## config.mk

```make
export PLATFORM = sky130hd
export DESIGN_NAME = arcb_iter
export DESIGN_NICKNAME = d
export VERILOG_FILES = /design/src/design/arcball_rotation_tracker_macros.svh /design/src/design/arcb_pkg.sv /design/src/design/arcb_iter.sv
export SDC_FILE = /design/constraint.sdc
export NUM_CORES = 1
export LEC_CHECK = 0
export BUFFER_PORTS_ARGS = -buffer_cell sky130_fd_sc_hd__buf_2
export CORE_UTILIZATION = 50
export DETAILED_ROUTE_END_ITERATION = 10
export PLACE_DENSITY = 0.7
export RECOVER_POWER = 50
export SETUP_SLACK_MARGIN = 0.4
export SLEW_MARGIN = 10
export SYNTH_ARGS = -nofsm -noshare
export SYNTH_HDL_FRONTEND = slang
export SYNTH_SLANG_ARGS = --single-unit
```

## constraint.sdc

```tcl
create_clock -name clk -period 7.7 [get_ports clk]
set_input_delay 0.385 -clock clk [delete_from_list [all_inputs] [get_ports clk]]
set_output_delay 0.385 -clock clk [all_outputs]
set_load 0.02 [all_outputs]
```

## src/design/arcball_rotation_tracker_macros.svh

```systemverilog
// assertion macros shared by the arcball rotation tracker
// each macro expects clk and rst in the scope where it is used
`ifndef ARCBALL_ROTATION_TRACKER_MACROS_SVH
`define ARCBALL_ROTATION_TRACKER_MACROS_SVH

// same-cycle implication
`define ARCB_ASSERT_NOW(name, ante, cons) \
  name: assert property (@(posedge clk) disable iff (rst) (ante) |-> (cons)) \
    else $error("arcball check failed");

// next-cycle implication
`define ARCB_ASSERT_NEXT(name, ante, cons) \
  name: assert property (@(posedge clk) disable iff (rst) (ante) |=> (cons)) \
    else $error("arcball check failed");

`endif

```

## src/design/arcb_pkg.sv

```systemverilog
// types and constants of the arcball rotation tracker
// used by arcb_iter and arcball_rotation_tracker
package arcb_pkg;

  localparam logic [1:0] CMD_BEGIN = 2'd0;
  localparam logic [1:0] CMD_DRAG  = 2'd1;
  localparam logic [1:0] CMD_END   = 2'd2;
  localparam logic [1:0] CMD_LOAD  = 2'd3;

  localparam logic [2:0] REG_FRAME_WIDTH  = 3'd0;
  localparam logic [2:0] REG_FRAME_HEIGHT = 3'd1;
  localparam logic [2:0] REG_BALL_RADIUS  = 3'd2;
  localparam logic [2:0] REG_OFFSET_X     = 3'd3;
  localparam logic [2:0] REG_OFFSET_Y     = 3'd4;

  localparam logic [5:0] DIV_LAST  = 6'd63;
  localparam logic [5:0] SQRT_LAST = 6'd31;

  localparam logic signed [15:0] ROT_ONE = 16'sd16384;

  typedef enum logic [0:0] {OP_DIV, OP_SQRT} arcb_op_t;

  typedef struct packed {
    logic        start;
    arcb_op_t    op;
    logic [63:0] a;
    logic [63:0] b;
  } arcb_req_t;

  typedef struct packed {
    logic        done;
    logic [63:0] value;
  } arcb_rsp_t;

  typedef enum logic [2:0] {PH_RWH, PH_MAG, PH_CROSS, PH_NORM, PH_HAM} arcb_phase_t;

  typedef enum logic [4:0] {
    ST_IDLE, ST_MUL, ST_ADD, ST_WAIT,
    ST_BP_DIVX, ST_BP_DIVY, ST_BP_GETY, ST_BP_HALF, ST_BP_CHK,
    ST_BP_NX, ST_BP_NY, ST_BP_NZ, ST_BP_Z, ST_BP_PUT,
    ST_DQ_RND, ST_DQ_SQ, ST_DQ_N, ST_DQ_Q, ST_FIN, ST_DONE
  } arcb_state_t;

endpackage

```

## src/design/arcb_iter.sv

```systemverilog
// shared iterative unit: restoring divide (64 steps) or integer square root (32 steps)
// one 66-bit subtractor serves both; depends on arcb_pkg
module arcb_iter (
  input  logic                clk,
  input  logic                rst,
  input  arcb_pkg::arcb_req_t req,
  output arcb_pkg::arcb_rsp_t rsp
);
  import arcb_pkg::*;

  logic        busy;
  logic        done;
  logic        is_sqrt;
  logic [5:0]  cnt;
  logic [63:0] num;
  logic [63:0] den;
  logic [63:0] quo;
  logic [63:0] rem;
  logic [63:0] root_try;
  logic [64:0] sub_a;
  logic [64:0] sub_b;
  logic [65:0] diff;
  logic        ge;

  assign root_try = quo + den;

  always_comb begin
    if (is_sqrt) begin
      sub_a = {1'b0, num};
      sub_b = {1'b0, root_try};
    end else begin
      sub_a = {rem, num[63]};
      sub_b = {1'b0, den};
    end
    diff = {1'b0, sub_a} - {1'b0, sub_b};
    ge   = !diff[65];
  end

  always_ff @(posedge clk) begin
    if (rst) begin
      busy    <= 1'b0;
      done    <= 1'b0;
      is_sqrt <= 1'b0;
      cnt     <= '0;
    end else begin
      done <= 1'b0;
      if (req.start) begin
        busy    <= 1'b1;
        is_sqrt <= (req.op == OP_SQRT);
        cnt     <= (req.op == OP_SQRT) ? SQRT_LAST : DIV_LAST;
      end else if (busy) begin
        cnt <= cnt - 6'd1;
        if (cnt == 6'd0) begin
          busy <= 1'b0;
          done <= 1'b1;
        end
      end
    end
  end

  always_ff @(posedge clk) begin
    if (req.start) begin
      num <= req.a;
      den <= (req.op == OP_SQRT) ? (64'd1 << 62) : req.b;
      quo <= '0;
      rem <= '0;
    end else if (busy) begin
      if (is_sqrt) begin
        if (ge) num <= diff[63:0];
        quo <= (quo >> 1) + (ge ? den : 64'd0);
        den <= den >> 2;
      end else begin
        rem <= ge ? diff[63:0] : sub_a[63:0];
        quo <= {quo[62:0], ge};
        num <= num << 1;
      end
    end
  end

  assign rsp.done  = done;
  assign rsp.value = quo;

endmodule

```

* Yosys cells after proc, flatten, opt, wreduce, memory -nomap -nowiden
Cells that the tools add are included.
** Word-level totals
- Register bits :: 265
- Input bits :: 132
- Output and inout bits :: 65
- Logic and storage cells :: 43
** Operators by class
- Add/subtract/negate cells :: 4
- Equality and inequality tests :: 1
- Muxes and demuxes :: 20
- Bitwise operators :: 2
- Reduce and logical (&&, ||, !) cells :: 8
** Operators with widths (count)
- 64-bit 2-to-1 mux :: 12
- 65-bit by 65-bit subtractor with 66-bit output :: 1
- 65-bit 2-to-1 mux :: 1
- 63-bit by 64-bit adder with 64-bit output :: 1
- 64-bit adder :: 1
- 6-bit 2-to-1 mux :: 3
- 6-bit logical NOT :: 1
- 2-bit AND reduction :: 3
- 6-bit by 1-bit subtractor with 6-bit output (second input constant) :: 1
- 1-bit 2-to-1 mux :: 4
- 2-bit nonzero test :: 2
- 3-bit != test (second input constant) :: 1
- 3-bit OR reduction :: 1
- 1-bit NOT :: 2
- 1-bit logical NOT :: 1

* Depth between registers and ports, before layout
- Depth after elaboration :: 7
- Gate-level depth with buffers :: 39
- Mapped depth without buffers :: 35

* Worst setup path after synthesis
OpenSTA, ideal clock, no wires.
- Path kind :: register to register
- Start :: register quo[0]
- End :: register num[0] (enable)
- Library setup time :: 0.507 ns
- Arrival :: 7.905 ns
- Required time :: 7.193 ns
- Setup slack :: -0.712 ns
- Cell stages (with the launch flop) :: 26
- Path buffers :: 3
- Period minus slack after synthesis :: 8.412 ns
- Cells stage by stage :: dfxtp_1 ha_1 inv_1 fa_1 nor2b_1 o31ai_4 a32oi_1 or2_0 clkbuf_1 a31o_2 a41o_1 inv_1 o21ai_0 xor2_1 mux2i_1 ha_1 and3_1 nand2_1 nor4_1 o211ai_2 a211oi_2 o21bai_2 and2_1 buf_6 buf_2 a21oi_1
** Between the ends
- Word-level cells in the longest chain between the ends :: 5
** RTL lines
- start, declared :: RTL line arcb_iter.sv:17 : logic [63:0] quo;
- start signal, assigned :: RTL line arcb_iter.sv:70 : quo <= (quo >> 1) + (ge ? den : 64'd0);
- start signal, assigned :: RTL line arcb_iter.sv:74 : quo <= {quo[62:0], ge};
- 64-bit adder :: RTL line arcb_iter.sv:25 : assign root_try = quo + den;
- 64-bit 2-to-1 mux :: RTL line arcb_iter.sv:28 : if (is_sqrt) begin
- 65-bit by 65-bit subtractor with 66-bit output :: RTL line arcb_iter.sv:35 : diff = {1'b0, sub_a} - {1'b0, sub_b};
- 3-bit != test (no line)
- 2-bit AND reduction (no line)
- end signal, assigned :: RTL line arcb_iter.sv:63 : num <= req.a;
- end signal, assigned :: RTL line arcb_iter.sv:69 : if (ge) num <= diff[63:0];
- end signal, assigned :: RTL line arcb_iter.sv:75 : num <= num << 1;
- end, declared :: RTL line arcb_iter.sv:15 : logic [63:0] num;
No other way between the ends.
A chain may end at the register's enable or synchronous reset.

* Worst setup path after layout
- Start :: register den[0]
- End :: register quo[56]
** Between the ends
- Word-level cells in the longest chain between the ends :: 6
** RTL lines
- start, declared :: RTL line arcb_iter.sv:16 : logic [63:0] den;
- start signal, assigned :: RTL line arcb_iter.sv:64 : den <= (req.op == OP_SQRT) ? (64'd1 << 62) : req.b;
- start signal, assigned :: RTL line arcb_iter.sv:71 : den <= den >> 2;
- 64-bit adder :: RTL line arcb_iter.sv:25
- 64-bit 2-to-1 mux :: RTL line arcb_iter.sv:28
- 65-bit by 65-bit subtractor with 66-bit output :: RTL line arcb_iter.sv:35
- 64-bit 2-to-1 mux (*) :: RTL line arcb_iter.sv:70
- 63-bit by 64-bit adder with 64-bit output (*) :: RTL line arcb_iter.sv:70
- 64-bit 2-to-1 mux (*) :: RTL line arcb_iter.sv:68 : if (is_sqrt) begin
Every way passes the cells marked *; elsewhere a longest branch is shown, timed or not.

==> impl_metrics.env <==
export IMPL_status="complete, but fails checks"
export IMPL_violations="max-capacitance violations, max-slew violations, negative setup slack"
export IMPL_reg2reg_setup_slack_ns=-0.22
export IMPL_vias=26300
export IMPL_core_um2=49300
export IMPL_fin_cells=4289
export IMPL_dp_hpwl_mm=68.2
export IMPL_avgSynthCellArea_um2=8.00
export IMPL_ir_worst_vdd_mv=0.139
export IMPL_cts_root_buf="clkbuf_16"
export IMPL_async_reset_ff_share_pct=0
export IMPL_synth_flop_cell="dfxtp_1"
export IMPL_cts_tree="yes"
export IMPL_synthCells=3139
export IMPL_min_from="req[108]"
export IMPL_clkTransAtPathRegs_ns=0.06
export IMPL_wire_per_inst_um=21.1
export IMPL_grt_overflow=0
export IMPL_whs_ns=0.0875
export IMPL_wl_met2_mm=40.0
export IMPL_grt_setup_unrepaired="true"
export IMPL_holdBufCountCts=0
export IMPL_cts_buffers=35
export IMPL_seq_area_frac_synth_pct=26.2
export IMPL_drt_initial_drc_count=2895
export IMPL_p_clk_share_pct=27.2
export IMPL_synth_area_um2=25100
export IMPL_row_count=81
export IMPL_worstMarginPinSlew_ns=2.33
export IMPL_initial_core_util_pct=51.0
export IMPL_yosysTopAreaCell="edfxtp_1"
export IMPL_synth_compound_area_share_pct=27.1
export IMPL_drt_met1_wl_mm=41.0
export IMPL_fin_area_um2=31900
export IMPL_die_h_um=226
export IMPL_antenna_left=0
export IMPL_synth_seq_cells=265
export IMPL_drive_above_1_share_pct=27.6
export IMPL_power_frac_comb_pct=45.9
export IMPL_fin_crit_sh_pct=103
export IMPL_holdPathStages=2
export IMPL_hp_class="in2reg"
export IMPL_synth_common_cells="nand2_1 (381), nor2_1 (293), a21oi_1 (255)"
export IMPL_area_delta_synth_final_pct=27.0
export IMPL_drtPass1Iterations=6
export IMPL_rr_worst_depth=39
export IMPL_synth_simple_area_share_pct=17.2
export IMPL_diodes=0
export IMPL_switching_share_pct=39.2
export IMPL_dpl_cell_area_um2=28900
export IMPL_crit_fanout=14
export IMPL_slew_headroom_pct=-55.4
export IMPL_numClockSinks=265
export IMPL_r2r_end="quo[56]$_SDFFE_PP0P_"
export IMPL_period_needed_ns=7.92
export IMPL_grt_pass1_vias=25100
export IMPL_topRoutingLayerUsed="met4"
export IMPL_die_width_um=226
export IMPL_hold_viol_final=0
export IMPL_startpoint_type="register"
export IMPL_setup_violations=7
export IMPL_ys_types=104
export IMPL_h_tree_depth=2
export IMPL_synth_edff_count=128
export IMPL_ctsLongestPathBuffers=3
export IMPL_maxSlewViolCount=33
export IMPL_fmax_ghz=0.126
export IMPL_synth_top_cell_area_share_pct=15.3
export IMPL_synth_net_count=3466
export IMPL_grt_pass1_wl_mm=138
export IMPL_leakage_nw=14.0
export IMPL_fin_util_pct=64.7
export IMPL_fin_ws_ns=-0.216
export IMPL_yosys_warnings=0
export IMPL_final_nets=3925
export IMPL_port_buffers=196
export IMPL_synth_most_common_cell="nand2_1"
export IMPL_power_frac_seq_pct=26.9
export IMPL_min_to="num[44]$_DFFE_PP_"
export IMPL_synth_area_mux_share_pct=7.95
export IMPL_crit_path_max_incr_delay_ns=0.44
export IMPL_postRouteWirelength_mm=90.7
export IMPL_synth_area_leaders="edfxtp_1 (15%), dfxtp_1 (11%), ha_1 (9.6%), nand2_1 (5.7%), a21oi_1 (5.1%)"
export IMPL_grt_max_degree=98
export IMPL_tns_ns=-0.706
export IMPL_drv_cap=1
export IMPL_drt_vias_per_instance=6.13
export IMPL_antenna_found_initial=0
export IMPL_place_inst=4171
export IMPL_synthAdderAreaFrac_pct=9.81
export IMPL_pin_count=197
export IMPL_die_area_um2=51100
export IMPL_grtUsageTotal_pct=34.3
export IMPL_path_class="reg2reg"
export IMPL_skew_ns=0.0364
export IMPL_synth_top_family_by_area="compound AO/OA/AOI/OAI gates"
export IMPL_end_kind="register"
export IMPL_internal_power_mw=3.98
export IMPL_power_density_nw_per_um2=205
export IMPL_r2r_start="den[0]$_DFFE_PP_"
export IMPL_gp_congestion=0.971
export IMPL_cp_slowest_cell="a311o_1"
export IMPL_cp_required_ns=8.11
export IMPL_fillers=4280
export IMPL_drc=0
export IMPL_dr_wl_met3_mm=7.02
export IMPL_synthXorXnorAreaFrac_pct=6.14
export IMPL_cp_common_cell="buf_4"
export IMPL_p_sw_mw=2.57
export IMPL_clk_latency_ns=0.57
export IMPL_cp_arrival_ns=8.33
## layer usage
layer	vias up	track usage, %
met5	-	0
met4	0	10.6
met3	170	4.38
met2	1179	53.6
met1	12500	48.7
li1	12400	-
## cells by family (layout without fill, tap and decap cells)
kind of cell    count (synthesis)  count (layout)
simple gates                  959             959
buf+inv                       323             809
fa+ha+maj                     195             195
flops                         265             265
xor+xnor                      176             176
compound gates               1030            1030
mux                           191             191
## cells in the final DEF (no fill, tap or decap), types with 38 or more instances in the layout
cell type	count
nand2_1	373
edfxtp_1	128
dfxtp_1	132
buf_2	195
mux2_2	66
clkbuf_16	38
ha_1	164
a21o_1	105
buf_4	412
a21oi_1	221
a311oi_1	45
o21ai_0	227
nor2_1	276
nand3_1	42
xnor2_1	102
inv_1	113
xor2_1	66
mux2i_1	122
nand4_1	61
## cell type report
class | instances | area (um^2) | share of cell area [%]
clock buffer | 45 | 986 | 3.09
timing repair buffer | 630 | 4410 | 13.8
sequential | 265 | 6600 | 20.7
tap | 664 | 831 | 2.61
clock inverter | 19 | 246 | 0.773
multi-input combinational | 2551 | 18400 | 57.7
inverter | 115 | 432 | 1.35
## metrics by stage
| step | power [mW] | setup slack [ns] |
|---|---|---|
| 6_report | 6.55 | -0.216 |
| 5_1_grt | 6.87 | -0.429 |
| 4_1_cts | 6.37 | -0.0288 |
| 3_5_place_dp | 4.51 | -0.520 |
| 3_3_place_gp | 4.46 | -0.430 |
| 2_1_floorplan | 3.56 | 0.415 |
## registers in the layout (all words and copies together) (netlist names)
| register | flops |
|---|---|
| busy | 1 |
| quo | 64 |
| rem | 64 |
| num | 64 |
| den | 64 |
| is_sqrt | 1 |
| cnt | 6 |
| done | 1 |
## power groups by stage
stage	clock network, mW	registers [mW]	logic [mW]
2_1_floorplan	0	1.76	1.80
4_1_cts	1.80	1.75	2.82
3_3_place_gp	0	1.77	2.69
6_report	1.78	1.76	3.01
5_1_grt	1.85	1.77	3.25
3_5_place_dp	0	1.78	2.73
## how the worst max path moves through the flow
stage                              startpoint                    to  slack (ns)  depth (start not counted)
after floorplan           quo[0]$_SDFFE_PP0P_  quo[41]$_SDFFE_PP0P_        0.41                         38
after global placement       den[5]$_DFFE_PP_  quo[56]$_SDFFE_PP0P_       -0.43                         36
after detailed placement     den[0]$_DFFE_PP_  quo[56]$_SDFFE_PP0P_       -0.52                         36
after CTS                    den[0]$_DFFE_PP_  quo[56]$_SDFFE_PP0P_       -0.03                         38
after global routing         den[0]$_DFFE_PP_  quo[56]$_SDFFE_PP0P_       -0.43                         39
final                        den[0]$_DFFE_PP_  quo[56]$_SDFFE_PP0P_       -0.22                         39
## critical path: cells and delay by family (launching register included)
kind,cells,cell delay (ns)
xor gates and xnor gates,1,0.17
adders and majority gates,4,1.04
DFF,1,0.41
buffers and inverters,6,0.87
AOI/OAI and AO/OA,18,3.53
and+or+nand+nor,10,1.72
## what timing repair did
item | CTS | global route
endpoints found under the setup margin | 54 | 57
pin swaps | 77 | 89
gates cloned | 0 | 1
resized for setup | 115 | 161
setup buffers | 26 | 27
Power figures use the tool's default switching activity.
